--- src/hw/rtl/bgpc_pkg.sv ---
// Shared types and constants of the button gesture player control block.
`default_nettype none
package bgpc_pkg;

	localparam int BTN_N = 5;
	localparam int EV_W = 11;
	localparam int CFG_W = 20;
	localparam int TIME_W = 32;

	localparam int MAX_TRACKS = 256;
	localparam int TRK_CAP_I = (MAX_TRACKS > 256) ? 256 : MAX_TRACKS;
	localparam logic [8:0] TRK_CAP = 9'(TRK_CAP_I);

	localparam logic [6:0] VOL_MAX = 7'd100;
	localparam logic [6:0] VOL_STEP = 7'd5;
	localparam logic [6:0] VOL_RESET = 7'd30;

	// button positions in button_levels
	localparam int BTN_VUP = 0;
	localparam int BTN_VDN = 1;
	localparam int BTN_BACK = 2;
	localparam int BTN_FWD = 3;
	localparam int BTN_PAUSE = 4;

	// event_mask bits
	localparam int EV_VOL_UP = 0;
	localparam int EV_VOL_DN = 1;
	localparam int EV_RAMP = 2;
	localparam int EV_PREV = 3;
	localparam int EV_NEXT = 4;
	localparam int EV_PLAY = 5;
	localparam int EV_PAUSE = 6;
	localparam int EV_SKIP = 7;
	localparam int EV_LOOP = 8;
	localparam int EV_AUTOSAVE = 9;
	localparam int EV_RAMP_END = 10;

	typedef enum logic [2:0] {
		CFG_DEBOUNCE,
		CFG_LONG_PRESS,
		CFG_DOUBLE_CLICK,
		CFG_COMBO_HOLD,
		CFG_COMBO_WAIT,
		CFG_RAMP_INTERVAL,
		CFG_AUTOSAVE,
		CFG_PLAYLIST
	} cfg_idx_t;

	typedef struct packed {
		logic [9:0]  settle_ms;
		logic [13:0] hold_ramp_ms;
		logic [12:0] dbl_tap_ms;
		logic [13:0] combo_hold_ms;
		logic [9:0]  combo_wait_ms;
		logic [9:0]  ramp_interval_ms;
		logic [19:0] autosave_ms;
		logic [8:0]  playlist_size;
	} cfg_t;

	localparam cfg_t CFG_RESET = '{
		settle_ms:        10'd50,
		hold_ramp_ms:     14'd800,
		dbl_tap_ms:       13'd400,
		combo_hold_ms:    14'd500,
		combo_wait_ms:    10'd50,
		ramp_interval_ms: 10'd60,
		autosave_ms:      20'd10000,
		playlist_size:    9'd1
	};

	// classified tick passed from front to back
	typedef struct packed {
		logic [BTN_N-1:0]  lv;
		logic [BTN_N-1:0]  rise;
		logic [TIME_W-1:0] now;
	} item_t;

	typedef struct packed {
		logic [6:0]      volume;
		logic [7:0]      track;
		logic            playing;
		logic            repeat_one;
		logic            track_changed;
		logic            save_request;
		logic [EV_W-1:0] event_mask;
	} res_t;

endpackage
`default_nettype wire

--- src/hw/rtl/bgpc_front.sv ---
// Front end: accepts ticks, stamps the ms time and finds rising button edges.
`default_nettype none
module bgpc_front
	import bgpc_pkg::*;
(
	input  wire logic             clk,
	input  wire logic             arst_n,
	input  wire logic             in_valid,
	output logic                  in_stall,
	input  wire logic [BTN_N-1:0] button_levels,
	input  wire logic             q_full,
	output logic                  push,
	output item_t                 item
);

	logic [BTN_N-1:0]  prev_q;
	logic [TIME_W-1:0] ms_q;

	assign in_stall  = q_full;
	assign push      = in_valid && !q_full;
	assign item.lv   = button_levels;
	assign item.rise = button_levels & ~prev_q;
	assign item.now  = ms_q + TIME_W'(1);

	always_ff @(posedge clk or negedge arst_n) begin
		if (!arst_n) begin
			prev_q <= '0;
			ms_q   <= '0;
		end else if (push) begin
			prev_q <= button_levels;
			ms_q   <= item.now;
		end
	end

endmodule
`default_nettype wire

--- src/hw/rtl/bgpc_queue.sv ---
// Short item queue between front and back ends.
`default_nettype none
module bgpc_queue
	import bgpc_pkg::*;
#(
	parameter int DEPTH = 4
) (
	input  wire logic  clk,
	input  wire logic  arst_n,
	input  wire logic  push,
	input  wire item_t wr_item,
	output logic       full,
	input  wire logic  pop,
	output logic       rd_valid,
	output item_t      rd_item
);

	localparam int PW = (DEPTH > 1) ? $clog2(DEPTH) : 1;
	localparam int CW = $clog2(DEPTH + 1);

	item_t          mem_q [DEPTH];
	logic [PW-1:0]  wr_ptr_q;
	logic [PW-1:0]  rd_ptr_q;
	logic [CW-1:0]  count_q;

	function automatic logic [PW-1:0] ptr_inc(logic [PW-1:0] p);
		return (p == PW'(DEPTH - 1)) ? '0 : p + PW'(1);
	endfunction

	assign full     = (count_q == CW'(DEPTH));
	assign rd_valid = (count_q != '0);
	assign rd_item  = mem_q[rd_ptr_q];

	always_ff @(posedge clk) begin
		if (push) begin
			mem_q[wr_ptr_q] <= wr_item;
		end
	end

	always_ff @(posedge clk or negedge arst_n) begin
		if (!arst_n) begin
			wr_ptr_q <= '0;
			rd_ptr_q <= '0;
			count_q  <= '0;
		end else begin
			if (push) begin
				wr_ptr_q <= ptr_inc(wr_ptr_q);
			end
			if (pop) begin
				rd_ptr_q <= ptr_inc(rd_ptr_q);
			end
			if (push && !pop) begin
				count_q <= count_q + CW'(1);
			end else if (pop && !push) begin
				count_q <= count_q - CW'(1);
			end
		end
	end

endmodule
`default_nettype wire

--- src/hw/rtl/bgpc_back.sv ---
// Back end: gesture, volume, track, save; one tick per cycle unless held.
`default_nettype none
module bgpc_back
	import bgpc_pkg::*;
(
	input  wire logic  clk,
	input  wire logic  arst_n,
	input  wire cfg_t  cfg,
	input  wire logic  red_start,
	input  wire logic  q_valid,
	input  wire item_t q_item,
	output logic       q_pop,
	output logic       out_valid,
	input  wire logic  out_stall,
	output res_t       res
);

	typedef enum logic [1:0] {
		CS_IDLE,
		CS_HOLD,
		CS_TOGGLED
	} combo_t;

	logic [TIME_W-1:0] apt_q [BTN_N];
	logic [BTN_N-1:0]  pend_q;
	logic [1:0]        long_q;
	logic [6:0]        vol_q;
	logic [7:0]        trk_q;
	logic [7:0]        tred_q;
	logic              loop_q;
	logic              play_q;
	logic [TIME_W-1:0] lpt_q;
	logic [TIME_W-1:0] cst_q;
	combo_t            combo_q;
	logic [TIME_W-1:0] ramp_q;
	logic [TIME_W-1:0] save_q;
	logic [TIME_W-1:0] wst_q;
	logic              out_valid_q;
	res_t              res_q;

	// track index remainder pass after a playlist size write
	logic              red_busy_q;
	logic [2:0]        red_cnt_q;
	logic [7:0]        rem_q;
	logic [8:0]        rem_sh;
	logic [8:0]        rem_nx;

	logic [8:0]        n9;
	logic [7:0]        nm1;

	logic [TIME_W-1:0] apt_n [BTN_N];
	logic [BTN_N-1:0]  pend_n;
	logic [1:0]        long_n;
	logic [6:0]        vol_v;
	logic [7:0]        tred_v;
	logic [7:0]        trk_v;
	logic              loop_v;
	logic              play_v;
	logic [TIME_W-1:0] lpt_n;
	logic [TIME_W-1:0] cst_n;
	combo_t            combo_n;
	logic [TIME_W-1:0] ramp_n;
	logic [TIME_W-1:0] save_n;
	logic [TIME_W-1:0] wst_n;
	logic [EV_W-1:0]   ev;
	logic              tchg;
	logic              save;
	logic              block;
	logic              stepped;
	logic              due;
	logic              wait_done;
	logic              both;
	logic              any;
	logic [TIME_W-1:0] now;
	res_t              res_n;

	function automatic logic [7:0] trk_inc(logic [7:0] r, logic [7:0] top);
		return (r == top) ? 8'd0 : r + 8'd1;
	endfunction

	function automatic logic [7:0] trk_dec(logic [7:0] r, logic [7:0] top);
		return (r == 8'd0) ? top : r - 8'd1;
	endfunction

	always_comb begin
		n9 = cfg.playlist_size;
		if (n9 == 9'd0) begin
			n9 = 9'd1;
		end
		if (n9 > TRK_CAP) begin
			n9 = TRK_CAP;
		end
	end
	assign nm1 = 8'(n9 - 9'd1);

	assign rem_sh = {rem_q, trk_q[~red_cnt_q]};
	assign rem_nx = (rem_sh >= n9) ? rem_sh - n9 : rem_sh;

	assign q_pop     = q_valid && !red_busy_q && !red_start && (!out_valid_q || !out_stall);
	assign out_valid = out_valid_q;
	assign res       = res_q;
	assign now       = q_item.now;
	assign both      = (q_item.lv[BTN_FWD:BTN_BACK] == 2'b11);
	assign any       = (q_item.lv[BTN_FWD:BTN_BACK] != 2'b00);

	always_comb begin
		pend_n    = pend_q;
		apt_n     = apt_q;
		wst_n     = wst_q;
		long_n    = long_q;
		vol_v     = vol_q;
		tred_v    = tred_q;
		trk_v     = trk_q;
		loop_v    = loop_q;
		play_v    = play_q;
		lpt_n     = lpt_q;
		cst_n     = cst_q;
		combo_n   = combo_q;
		ramp_n    = ramp_q;
		save_n    = save_q;
		ev        = '0;
		tchg      = 1'b0;
		save      = 1'b0;
		block     = 1'b0;
		stepped   = 1'b0;
		due       = 1'b0;
		wait_done = 1'b0;

		// debounce and edge capture
		for (int i = 0; i < BTN_N; i++) begin
			if (q_item.rise[i] && (now - apt_q[i]) > TIME_W'(cfg.settle_ms)) begin
				pend_n[i] = 1'b1;
				apt_n[i]  = now;
				if (i == BTN_BACK || i == BTN_FWD) begin
					wst_n = now;
				end
			end
		end

		// prev + next combo
		case (combo_q)
			CS_TOGGLED: begin
				block = 1'b1;
				if (!any) begin
					pend_n[BTN_BACK] = 1'b0;
					pend_n[BTN_FWD]  = 1'b0;
					combo_n          = CS_IDLE;
				end
			end
			CS_HOLD: begin
				if (both) begin
					block = 1'b1;
					if ((now - cst_q) > TIME_W'(cfg.combo_hold_ms)) begin
						loop_v           = !loop_q;
						ev[EV_LOOP]      = 1'b1;
						save             = 1'b1;
						pend_n[BTN_BACK] = 1'b0;
						pend_n[BTN_FWD]  = 1'b0;
						combo_n          = CS_TOGGLED;
					end
				end else begin
					combo_n = CS_IDLE;
				end
			end
			default: begin
				if (both) begin
					combo_n = CS_HOLD;
					cst_n   = now;
					block   = 1'b1;
				end
			end
		endcase

		if (!block) begin
			// long press ramp
			due = (now - ramp_q) >= TIME_W'(cfg.ramp_interval_ms);
			for (int i = 0; i < 2; i++) begin
				if (q_item.lv[i]) begin
					if ((now - apt_n[i]) > TIME_W'(cfg.hold_ramp_ms)) begin
						long_n[i] = 1'b1;
						if (due) begin
							if (i == BTN_VUP) begin
								if (vol_v < VOL_MAX) begin
									vol_v = vol_v + 7'd1;
								end
							end else if (vol_v != 7'd0) begin
								vol_v = vol_v - 7'd1;
							end
							stepped = 1'b1;
						end
					end
				end else if (long_q[i]) begin
					long_n[i]      = 1'b0;
					ev[EV_RAMP_END] = 1'b1;
					save           = 1'b1;
				end
			end
			if (stepped) begin
				ramp_n      = now;
				ev[EV_RAMP] = 1'b1;
			end

			// pending presses
			wait_done = (now - wst_n) >= TIME_W'(cfg.combo_wait_ms);
			if (pend_n[BTN_VUP]) begin
				pend_n[BTN_VUP] = 1'b0;
				if (!long_n[BTN_VUP]) begin
					vol_v = (vol_v > VOL_MAX - VOL_STEP) ? VOL_MAX : vol_v + VOL_STEP;
					ev[EV_VOL_UP] = 1'b1;
					save = 1'b1;
				end
			end
			if (pend_n[BTN_VDN]) begin
				pend_n[BTN_VDN] = 1'b0;
				if (!long_n[BTN_VDN]) begin
					vol_v = (vol_v < VOL_STEP) ? 7'd0 : vol_v - VOL_STEP;
					ev[EV_VOL_DN] = 1'b1;
					save = 1'b1;
				end
			end
			if (pend_n[BTN_BACK] && wait_done) begin
				pend_n[BTN_BACK] = 1'b0;
				tred_v           = trk_dec(tred_v, nm1);
				tchg             = 1'b1;
				ev[EV_PREV]      = 1'b1;
			end
			if (pend_n[BTN_FWD] && wait_done) begin
				pend_n[BTN_FWD] = 1'b0;
				tred_v          = trk_inc(tred_v, nm1);
				tchg            = 1'b1;
				ev[EV_NEXT]     = 1'b1;
			end
			if (pend_n[BTN_PAUSE]) begin
				pend_n[BTN_PAUSE] = 1'b0;
				if ((now - lpt_q) < TIME_W'(cfg.dbl_tap_ms)) begin
					tred_v      = trk_inc(tred_v, nm1);
					tchg        = 1'b1;
					ev[EV_SKIP] = 1'b1;
				end else begin
					play_v = !play_q;
					if (play_v) begin
						ev[EV_PLAY] = 1'b1;
					end else begin
						ev[EV_PAUSE] = 1'b1;
					end
					save = 1'b1;
				end
				lpt_n = now;
			end
			if (tchg) begin
				trk_v = tred_v;
			end

			// autosave
			if ((now - save_q) > TIME_W'(cfg.autosave_ms)) begin
				save            = 1'b1;
				save_n          = now;
				ev[EV_AUTOSAVE] = 1'b1;
			end
		end

		res_n.volume        = vol_v;
		res_n.track         = trk_v;
		res_n.playing       = play_v;
		res_n.repeat_one    = loop_v;
		res_n.track_changed = tchg;
		res_n.save_request  = save;
		res_n.event_mask    = ev;
	end

	always_ff @(posedge clk or negedge arst_n) begin
		if (!arst_n) begin
			for (int i = 0; i < BTN_N; i++) begin
				apt_q[i] <= '0;
			end
			pend_q      <= '0;
			long_q      <= '0;
			vol_q       <= VOL_RESET;
			trk_q       <= '0;
			tred_q      <= '0;
			loop_q      <= 1'b0;
			play_q      <= 1'b0;
			lpt_q       <= '0;
			cst_q       <= '0;
			combo_q     <= CS_IDLE;
			ramp_q      <= '0;
			save_q      <= '0;
			wst_q       <= '0;
			out_valid_q <= 1'b0;
			res_q       <= '0;
			red_busy_q  <= 1'b0;
			red_cnt_q   <= '0;
			rem_q       <= '0;
		end else begin
			if (red_start) begin
				red_busy_q <= 1'b1;
				red_cnt_q  <= '0;
				rem_q      <= '0;
			end else if (red_busy_q) begin
				rem_q     <= rem_nx[7:0];
				red_cnt_q <= red_cnt_q + 3'd1;
				if (red_cnt_q == 3'd7) begin
					red_busy_q <= 1'b0;
					tred_q     <= rem_nx[7:0];
				end
			end

			if (q_pop) begin
				apt_q       <= apt_n;
				pend_q      <= pend_n;
				long_q      <= long_n;
				vol_q       <= vol_v;
				trk_q       <= trk_v;
				tred_q      <= tred_v;
				loop_q      <= loop_v;
				play_q      <= play_v;
				lpt_q       <= lpt_n;
				cst_q       <= cst_n;
				combo_q     <= combo_n;
				ramp_q      <= ramp_n;
				save_q      <= save_n;
				wst_q       <= wst_n;
				res_q       <= res_n;
				out_valid_q <= 1'b1;
			end else if (!out_stall) begin
				out_valid_q <= 1'b0;
			end
		end
	end

endmodule
`default_nettype wire

--- src/hw/rtl/button_gesture_player_control_top.sv ---
// Top level of the button gesture player control block.
//
//  channel | direction | handshake            | payload
//  --------+-----------+----------------------+---------------------------------------------
//  in      | input     | in_valid / in_stall   | button_levels
//  out     | output    | out_valid / out_stall | volume, track, playing, repeat_one,
//          |           |                      | track_changed, save_request, event_mask
//  cfg     | input     | cfg_we               | cfg_index, cfg_wdata
//
//  One tick is taken every cycle while in_stall is low; it passes the queue and the back end
//  output register. The back end works a tick combinationally; the queue absorbs output
//  stalls. A playlist_size write holds the back end for the write cycle and a remainder pass
//  over the track index; ticks queue up meanwhile and in_stall rises once it is full.
//  Reset returns volume 30, track 0, paused, repeat_one off, registers to their defaults.
`default_nettype none
module button_gesture_player_control_top
	import bgpc_pkg::*;
#(
	parameter int QUEUE_DEPTH = 4
) (
	input  wire logic             clk,
	input  wire logic             arst_n,
	input  wire logic             in_valid,
	output logic                  in_stall,
	input  wire logic [BTN_N-1:0] button_levels,
	output logic                  out_valid,
	input  wire logic             out_stall,
	output logic [6:0]            volume,
	output logic [7:0]            track,
	output logic                  playing,
	output logic                  repeat_one,
	output logic                  track_changed,
	output logic                  save_request,
	output logic [EV_W-1:0]       event_mask,
	input  wire logic             cfg_we,
	input  wire logic [2:0]       cfg_index,
	input  wire logic [CFG_W-1:0] cfg_wdata
);

	cfg_t  cfg_q;
	logic  push;
	logic  q_full;
	logic  q_pop;
	logic  q_valid;
	item_t f_item;
	item_t q_item;
	res_t  res;
	logic  red_start;

	assign red_start = cfg_we && (cfg_index == CFG_PLAYLIST);

	always_ff @(posedge clk or negedge arst_n) begin
		if (!arst_n) begin
			cfg_q <= CFG_RESET;
		end else if (cfg_we) begin
			case (cfg_index)
				CFG_DEBOUNCE:      cfg_q.settle_ms        <= 10'(cfg_wdata);
				CFG_LONG_PRESS:    cfg_q.hold_ramp_ms     <= 14'(cfg_wdata);
				CFG_DOUBLE_CLICK:  cfg_q.dbl_tap_ms       <= 13'(cfg_wdata);
				CFG_COMBO_HOLD:    cfg_q.combo_hold_ms    <= 14'(cfg_wdata);
				CFG_COMBO_WAIT:    cfg_q.combo_wait_ms    <= 10'(cfg_wdata);
				CFG_RAMP_INTERVAL: cfg_q.ramp_interval_ms <= 10'(cfg_wdata);
				CFG_AUTOSAVE:      cfg_q.autosave_ms      <= 20'(cfg_wdata);
				CFG_PLAYLIST:      cfg_q.playlist_size    <= 9'(cfg_wdata);
				default: begin
				end
			endcase
		end
	end

	bgpc_front u_front (
		.clk           (clk),
		.arst_n        (arst_n),
		.in_valid      (in_valid),
		.in_stall      (in_stall),
		.button_levels (button_levels),
		.q_full        (q_full),
		.push          (push),
		.item          (f_item)
	);

	bgpc_queue #(
		.DEPTH (QUEUE_DEPTH)
	) u_queue (
		.clk      (clk),
		.arst_n   (arst_n),
		.push     (push),
		.wr_item  (f_item),
		.full     (q_full),
		.pop      (q_pop),
		.rd_valid (q_valid),
		.rd_item  (q_item)
	);

	bgpc_back u_back (
		.clk       (clk),
		.arst_n    (arst_n),
		.cfg       (cfg_q),
		.red_start (red_start),
		.q_valid   (q_valid),
		.q_item    (q_item),
		.q_pop     (q_pop),
		.out_valid (out_valid),
		.out_stall (out_stall),
		.res       (res)
	);

	assign volume        = res.volume;
	assign track         = res.track;
	assign playing       = res.playing;
	assign repeat_one    = res.repeat_one;
	assign track_changed = res.track_changed;
	assign save_request  = res.save_request;
	assign event_mask    = res.event_mask;

	a_vol_range: assert property (@(posedge clk) disable iff (!arst_n)
		out_valid |-> (volume <= VOL_MAX))
		else $error("volume above maximum");

	a_play_pause: assert property (@(posedge clk) disable iff (!arst_n)
		out_valid |-> !(event_mask[EV_PLAY] && event_mask[EV_PAUSE]))
		else $error("play and pause in one item");

	a_track_chg: assert property (@(posedge clk) disable iff (!arst_n)
		out_valid |-> (track_changed ==
			(event_mask[EV_PREV] || event_mask[EV_NEXT] || event_mask[EV_SKIP])))
		else $error("track_changed disagrees with event mask");

	a_save: assert property (@(posedge clk) disable iff (!arst_n)
		out_valid |-> (save_request == (event_mask[EV_VOL_UP] || event_mask[EV_VOL_DN]
			|| event_mask[EV_PLAY] || event_mask[EV_PAUSE] || event_mask[EV_LOOP]
			|| event_mask[EV_AUTOSAVE] || event_mask[EV_RAMP_END])))
		else $error("save_request disagrees with event mask");

	a_no_pop_reduce: assert property (@(posedge clk) disable iff (!arst_n)
		red_start |=> !q_pop)
		else $error("item taken during track remainder pass");

endmodule
`default_nettype wire
--- config.mk ---
export PLATFORM = sky130hd
export DESIGN_NAME = button_gesture_player_control_top
export DESIGN_NICKNAME = d
export VERILOG_FILES = /design/src/hw/rtl/bgpc_pkg.sv /design/src/hw/rtl/bgpc_front.sv /design/src/hw/rtl/bgpc_queue.sv /design/src/hw/rtl/bgpc_back.sv /design/src/hw/rtl/button_gesture_player_control_top.sv
export SDC_FILE = /design/constraint.sdc
export NUM_CORES = 2
export LEC_CHECK = 0
export BUFFER_PORTS_ARGS = -buffer_cell sky130_fd_sc_hd__buf_2
export CORE_MARGIN = 3
export CORE_UTILIZATION = 60
export CTS_CLUSTER_SIZE = 40
export DETAILED_ROUTE_END_ITERATION = 7
export GPL_ROUTABILITY_DRIVEN = 0
export PLACE_DENSITY = 0.79
export SYNTH_ARGS = -nofsm -noshare
export SYNTH_HDL_FRONTEND = slang
export SYNTH_SLANG_ARGS = --single-unit
--- constraint.sdc ---
create_clock -name clk -period 30.3 [get_ports clk]
set_clock_uncertainty 0.05 [all_clocks]
set_input_delay 1.515 -clock clk [delete_from_list [all_inputs] [get_ports clk]]
set_output_delay 1.515 -clock clk [all_outputs]
set_load 0.02 [all_outputs]
After elaboration in Yosys (flattened, before gate mapping)

Memory sizes are Yosys's and may differ from the RTL's.
Cells that the tools add are included.

Add/subtract/negate cells: 27
$lt $le $gt $ge: 18
Equal/unequal tests: 21
Multiplexer cells: 128
Bitwise gates (word level): 6
Reduce and logical (&&, ||, !) cells: 57

Operators with widths:

| cell                    | count |
|---|---|
| $sub A32 B32 Y32        | 12 |
| $gt A32 B10 Y1          | 5 |
| $mux W8                 | 18 |
| $mux W32                | 4 |
| $mux W7                 | 18 |
| $gt A32 B14 Y1          | 3 |
| $mux W1                 | 66 |
| $ge A32 B10 Y1          | 2 |
| $add A32 B1 Y32 const B | 1 |
| $gt A32 B20 Y1          | 1 |
| $lt A32 B13 Y1          | 1 |
| $reduce_and A2 Y1       | 12 |
| $mux W2                 | 11 |
| $eq A3 B3 Y1 const B    | 6 |
| $mux W9                 | 2 |
| $add A8 B1 Y8 const B   | 2 |
| $eq A8 B8 Y1            | 2 |
| $reduce_and A4 Y1       | 4 |
| $sub A8 B1 Y8 const B   | 2 |
| $mux W3                 | 5 |
| $reduce_and A3 Y1       | 5 |
| $logic_and A1 B1 Y1     | 14 |
| $reduce_bool A2 Y1      | 5 |
| $ge A9 B9 Y1            | 1 |
| 35 further kinds        | 55 |

Register bits after elaboration: 531
Memory bits (writable): 168
Input port bits: 33
Logic and storage cells: 297
Memories kept: 1

Memories:

| memory        | words | bits a word | read ports | clocked after Yosys merged registers in | write ports | RTL line         | RTL |
|---|---|---|---|---|---|---|---|
| u_queue.mem_q | 4     | 42          | 1          | 0                                       | 1           | bgpc_queue.sv:21 | `item_t mem_q [DEPTH];` |

Depth between registers and ports, before layout

An unclocked memory read counts as a cell.

Word-level depth: 26
Depth in mapped cells: 67
Mapped depth without buffers: 62

Hierarchy

Synthesis repeated with hierarchy kept, for this count alone.

Cells, all modules: 5986
Area total of the unflattened synthesis: 55530.8 um^2

Modules (own cells, without submodules):

| module                            | times used | cells each | area an instance (um^2) | sequential area each (um^2) |
|---|---|---|---|---|
| bgpc_back                         | 1          | 5268       | 42948.7                 | 9614.2 |
| bgpc_queue                        | 1          | 257        | 6535.0                  | 5220.0 |
| button_gesture_player_control_top | 1          | 220        | 3831.2                  | 2537.4 |
| bgpc_front                        | 1          | 241        | 2215.9                  | 925.9 |

Least setup slack after synthesis

No wires, ideal clock.

Path kind: reg2reg
Start: register u_queue.rd_ptr_q[0]
End: register u_back.res_q, in the netlist u_back.res[27]
Library setup time: 124 ps
Arrival time: 13294 ps
Required time: 30126 ps
Setup slack: 16832 ps
Cell stages (with the launch flop): 64
Buffers on the path: 6
Clock period less this slack: 13468 ps
Cell sequence: dfrtp_1 buf_4 buf_1 mux4_2 clkbuf_1 inv_1 fa_1 nand2b_1 a21oi_1 o21ai_0 nand2b_1 a21oi_1 xnor2_1 ha_1 o21a_1 o32ai_1 o21bai_1 o2111ai_1 (+28 left out) inv_1 a2111oi_0 mux2i_1 o21ba_2 nor2_1 xnor2_1 ha_1 inv_1 o2111ai_1 o21ai_0 a21o_1 o21ai_0 inv_1 ha_1 o221ai_1 xnor2_1 nor3_1 a211o_1

RTL lines:

| what                     | RTL line         | RTL |
|---|---|---|
| start: declaration       | bgpc_queue.sv:23 | `logic [PW-1:0] rd_ptr_q;` |
| start signal: assignment | bgpc_queue.sv:50 | `rd_ptr_q <= ptr_inc(rd_ptr_q);` |
| end signal: assignment   | bgpc_back.sv:323 | `res_q <= res_n;` |
| end: declaration         | bgpc_back.sv:39  | `res_t res_q;` |

Worst setup path in the final report

Start: register u_queue.rd_ptr_q[0]
End: register u_back.tred_q[1]

Cells in the longest elaborated chain, start to end: 21

Ends and longest elaborated chain:

| what                                          | RTL line         | RTL |
|---|---|---|
| $mem_v2 Z4 W42 (*)                            | n/a              |  |
| $sub A32 B32 Y32                              | bgpc_back.sv:131 | `if (q_item.rise[i] && (now - apt_q[i]) > TIME_W'(cfg.settle_ms)) begin` |
| $gt A32 B10 Y1                                | bgpc_back.sv:131 |  |
| $logic_and A1 B1 Y1                           | bgpc_back.sv:131 |  |
| $mux W32                                      | bgpc_back.sv:131 |  |
| $mux W32 (*)                                  | bgpc_back.sv:131 |  |
| via u_back.wst_n[0]                           | bgpc_back.sv:64  | `logic [TIME_W-1:0] wst_n;` |
| $sub A32 B32 Y32 (*)                          | bgpc_back.sv:204 | `wait_done = (now - wst_n) >= TIME_W'(cfg.combo_wait_ms);` |
| (+6 left out)                                 | n/a              |  |
| $mux W8 (*)                                   | bgpc_back.sv:227 | `if (pend_n[BTN_FWD] && wait_done) begin` |
| $mux W8 (*)                                   | bgpc_back.sv:174 | `if (!block) begin` |
| $add A8 B1 Y8 or $eq A8 B8 Y1 (tied branches) | bgpc_back.sv:78  | `return (r == top) ? 8'd0 : r + 8'd1;` |
| $mux W8                                       | bgpc_back.sv:78  |  |
| $mux W8                                       | bgpc_back.sv:235 | `if ((now - lpt_q) < TIME_W'(cfg.dbl_tap_ms)) begin` |
| $mux W8 (*)                                   | bgpc_back.sv:233 | `if (pend_n[BTN_PAUSE]) begin` |
| $mux W8 (*)                                   | bgpc_back.sv:174 |  |
| $mux W8 (*)                                   | bgpc_back.sv:308 | `if (q_pop) begin` |
| end signal: assignment                        | bgpc_back.sv:304 | `tred_q <= rem_nx[7:0];` |
| end signal: assignment                        | bgpc_back.sv:314 | `tred_q <= tred_v;` |
| end: declaration                              | bgpc_back.sv:29  | `logic [7:0] tred_q;` |

The timed path passes the listed nets; every way through them passes the cells marked *. The select of a mux whose other input is x is not followed.
A chain may end at the register's enable or synchronous reset.

==> reports/results.ini <==
[layout]
finalInstanceArea_um2=59600
synthToLayoutAreaGrowth_pct=7.71
utilization_pct=65.7
final_nets=6832
layout-drive-gt1-share_pct=9.79

[clocking]
tritoncts=built
cts_made_buffers=80
post_cts_resized=0
cts.path.max_buffers=3
clk_pin_slew_ns=0.06
clockRootBuffer=clkbuf_16
h-tree-depth=3
cts_setup_buffers=0
clock_latency_ns=0.69
cts_hold_buf=0
clkSinkCount=692

[worst_setup_path]
cp_slowest_cell=nor3b_1
required_ns=30.79
cp.arrival_ns=14.88
cp_max_fo=32
cp_common_cell=nand2_1
worstSetupPathType=flip-flop to flip-flop
cp-start-kind=flip-flop
max_stage_delay_ns=0.97
crit_path_end_kind=flip-flop

[grt]
grt_pass1_vias=46300
grt_pass1_wl_um=252000
overflow=0
grt_max_degree=162
antenna_found_initial=3
grt_util_all_layers_pct=33.4

[timing]
grt_setup_unrepaired=false
hold_viol=0
min_period_ns=14.39
finalSetupTns_ns=0
relSlewSlack_pct=12.1
post-route-period-util_pct=47.5
maxSlewViolCount=0
fmax_mhz=69.5
tightest_slew_ns=1.32
setup_viol=0

[synthesis]
yosysMostFrequentCell=nand2_1
ys_ff_latch=692
ys_warn_count=0
synth.avg_cell_area_um2=8.86
synth_edf_count=164
syn_inst=6250
async_flop_share_pct=76.3
syn_area_um2=55300
synthFlopType=dfrtp_1
yosys-top-cells-count=nand2_1, ha_1, o21ai_0, inv_1, dfrtp_1
syn_nets=6844
synth.area.top_cells=dfrtp_1, ha_1, edfxtp_1, o21ai_0, nand2_1
synth_cell_types=117
seq_area_frac_synth_pct=32.8
netlist.area_leader.share_pct=22.4
synth_top_cell_by_area=dfrtp_1

[hold_path]
hold_class=flip-flop to flip-flop

[placement]
placed_cell_area_um2=56900
hpwl_um=117000
io_buffers=64

[floorplan]
die_height_um=310
initial_core_util_pct=61.0
core_um2=90700
io_pins=65
die_x_um=310
die-area_um2=95900
rows=110

[detailed_routing]
antenna_left=0
via_count=48300
dr.pass1.iters=8
first_iter_violations=4948
finalWirelength_um=162000
drc=0
drt-vias-per-instance=6.45
wire_per_inst_um=21.6

[run]
cap_violations=0

[status]
outcome=complete, no violations

[path summary, 6_finish.rpt]
check	to	cells past startpoint	from	slack [ns]
worst max-delay path	u_back.tred_q[1]	50	u_queue.rd_ptr_q[0]	15.91
worst max register to register	u_back.tred_q[1]	50	u_queue.rd_ptr_q[0]	15.91
max in group asynchronous	u_queue.rd_ptr_q[1]	3	arst_n	27.07
min in group asynchronous	u_back.cst_q[11]	1	arst_n	0.76
worst min-delay path	u_back.res[10]	2	u_back.res[10]	0.42
worst min register to register	u_back.res[10]	2	u_back.res[10]	0.42
[sequential cells by signal (all words and copies together), names as in the netlist, 5 cells and up]
name,count
u_back.save_q,32
u_back.rem_q,8
u_back.res,20
u_back.trk_q,8
u_back.cst_q,32
u_back.lpt_q,32
u_back.pend_q,5
cfg_q,100
u_back.apt_q,160
u_queue.mem_q,164
u_back.ramp_q,32
u_front.prev_q,5
u_back.tred_q,8
u_back.wst_q,32
u_front.ms_q,32
[cell type report]
type / instances / area, um2
Tap cell: 1176 / 1470
Clock buffer: 111 / 2250
Sequential cell: 692 / 18200
Inverter: 513 / 1930
Timing Repair Buffer: 137 / 891
Multi-Input combinational cell: 4814 / 34400
Antenna cell: 1 / 2.50
Clock inverter: 38 / 473
Fill cell: 7155 / 31100
[logic make-up after synthesis]
group / Yosys count / share of synthesized area (%)
adder cells (fa/ha/maj): 561 / 12.9
XOR/XNOR: 307 / 4.90
AND/OR/NAND/NOR: 1838 / 16.0
buffers and inverters: 744 / 5.14
multiplexers: 365 / 7.95
AO/OA/AOI/OAI: 1743 / 20.3
flip-flops: 692 / 32.8
[metal layers]
metal	GRT usage (%)	vias to the layer above	part of all wire, %
met2	54.1	2080	45
met1	42.3	23000	40
met4	18.1	4	6.1
li1	-	22700	-
met5	0	-	0.017
met3	6.43	539	8.7
[cell usage in the layout, fill, tap and decap left out, types with 23 or more instances in the layout]
| master | synthesis | final |
|---|---|---|
| o21ai_1 | 30 | 28 |
| or3_1 | 33 | 33 |
| edfxtp_1 | 164 | 164 |
| buf_2 | 12 | 63 |
| o211ai_1 | 49 | 49 |
| mux2i_1 | 159 | 159 |
| a211o_1 | 30 | 30 |
| o21ai_0 | 538 | 538 |
| dfstp_2 | 32 | 32 |
| mux4_2 | 43 | 43 |
| a211oi_1 | 64 | 64 |
| nor2b_1 | 75 | 75 |
| clkbuf_16 | 0 | 82 |
| nand2_1 | 689 | 688 |
| mux2_2 | 161 | 161 |
| xnor2_1 | 194 | 194 |
| o21a_1 | 74 | 74 |
| xor2_1 | 111 | 111 |
| a21o_1 | 137 | 137 |
| o2111ai_1 | 34 | 34 |
| nor3_1 | 124 | 123 |
| o21bai_1 | 44 | 44 |
| and2_1 | 43 | 37 |
| buf_4 | 8 | 72 |
| nand2b_1 | 90 | 90 |
| o31ai_1 | 29 | 29 |
| nor2_1 | 339 | 336 |
| or2_2 | 23 | 23 |
| a31oi_1 | 58 | 58 |
| inv_1 | 511 | 511 |
| ha_1 | 547 | 547 |
| nor4_1 | 37 | 37 |
| a21oi_1 | 367 | 364 |
| dfrtp_1 | 496 | 494 |
| and3_1 | 62 | 60 |
| o22ai_1 | 29 | 29 |
| nand4_1 | 87 | 87 |
| nand3_1 | 132 | 132 |
[critical path: cells and delay by family, from the launching register on]
kind / cells / cell delay (ns)
flip-flops: 1 / 0.55
XOR/XNOR: 3 / 0.83
buffers and inverters: 2 / 0.39
AO/OA/AOI/OAI: 16 / 4.48
adder cells (fa/ha/maj): 6 / 1.93
multiplexers: 3 / 1.29
AND/OR/NAND/NOR: 20 / 4.67
[through the flow]
| stage | hold WS, ns | instances | setup WS, ns |
|---|---|---|---|
| after global placement | 0.401 | 7332 | 16.38 |
| after detailed placement | 0.409 | 7332 | 16.19 |
| after CTS | 0.421 | 7481 | 16.13 |
| after floorplan | 0.389 | 6250 | 16.83 |
| after global routing | 0.446 | 7482 | 14.67 |
| final | 0.417 | 7482 | 15.91 |
Power is left out: the tool's default activity adds up to more than one toggle a clock period on the data nets, which glitch-free logic cannot reach.
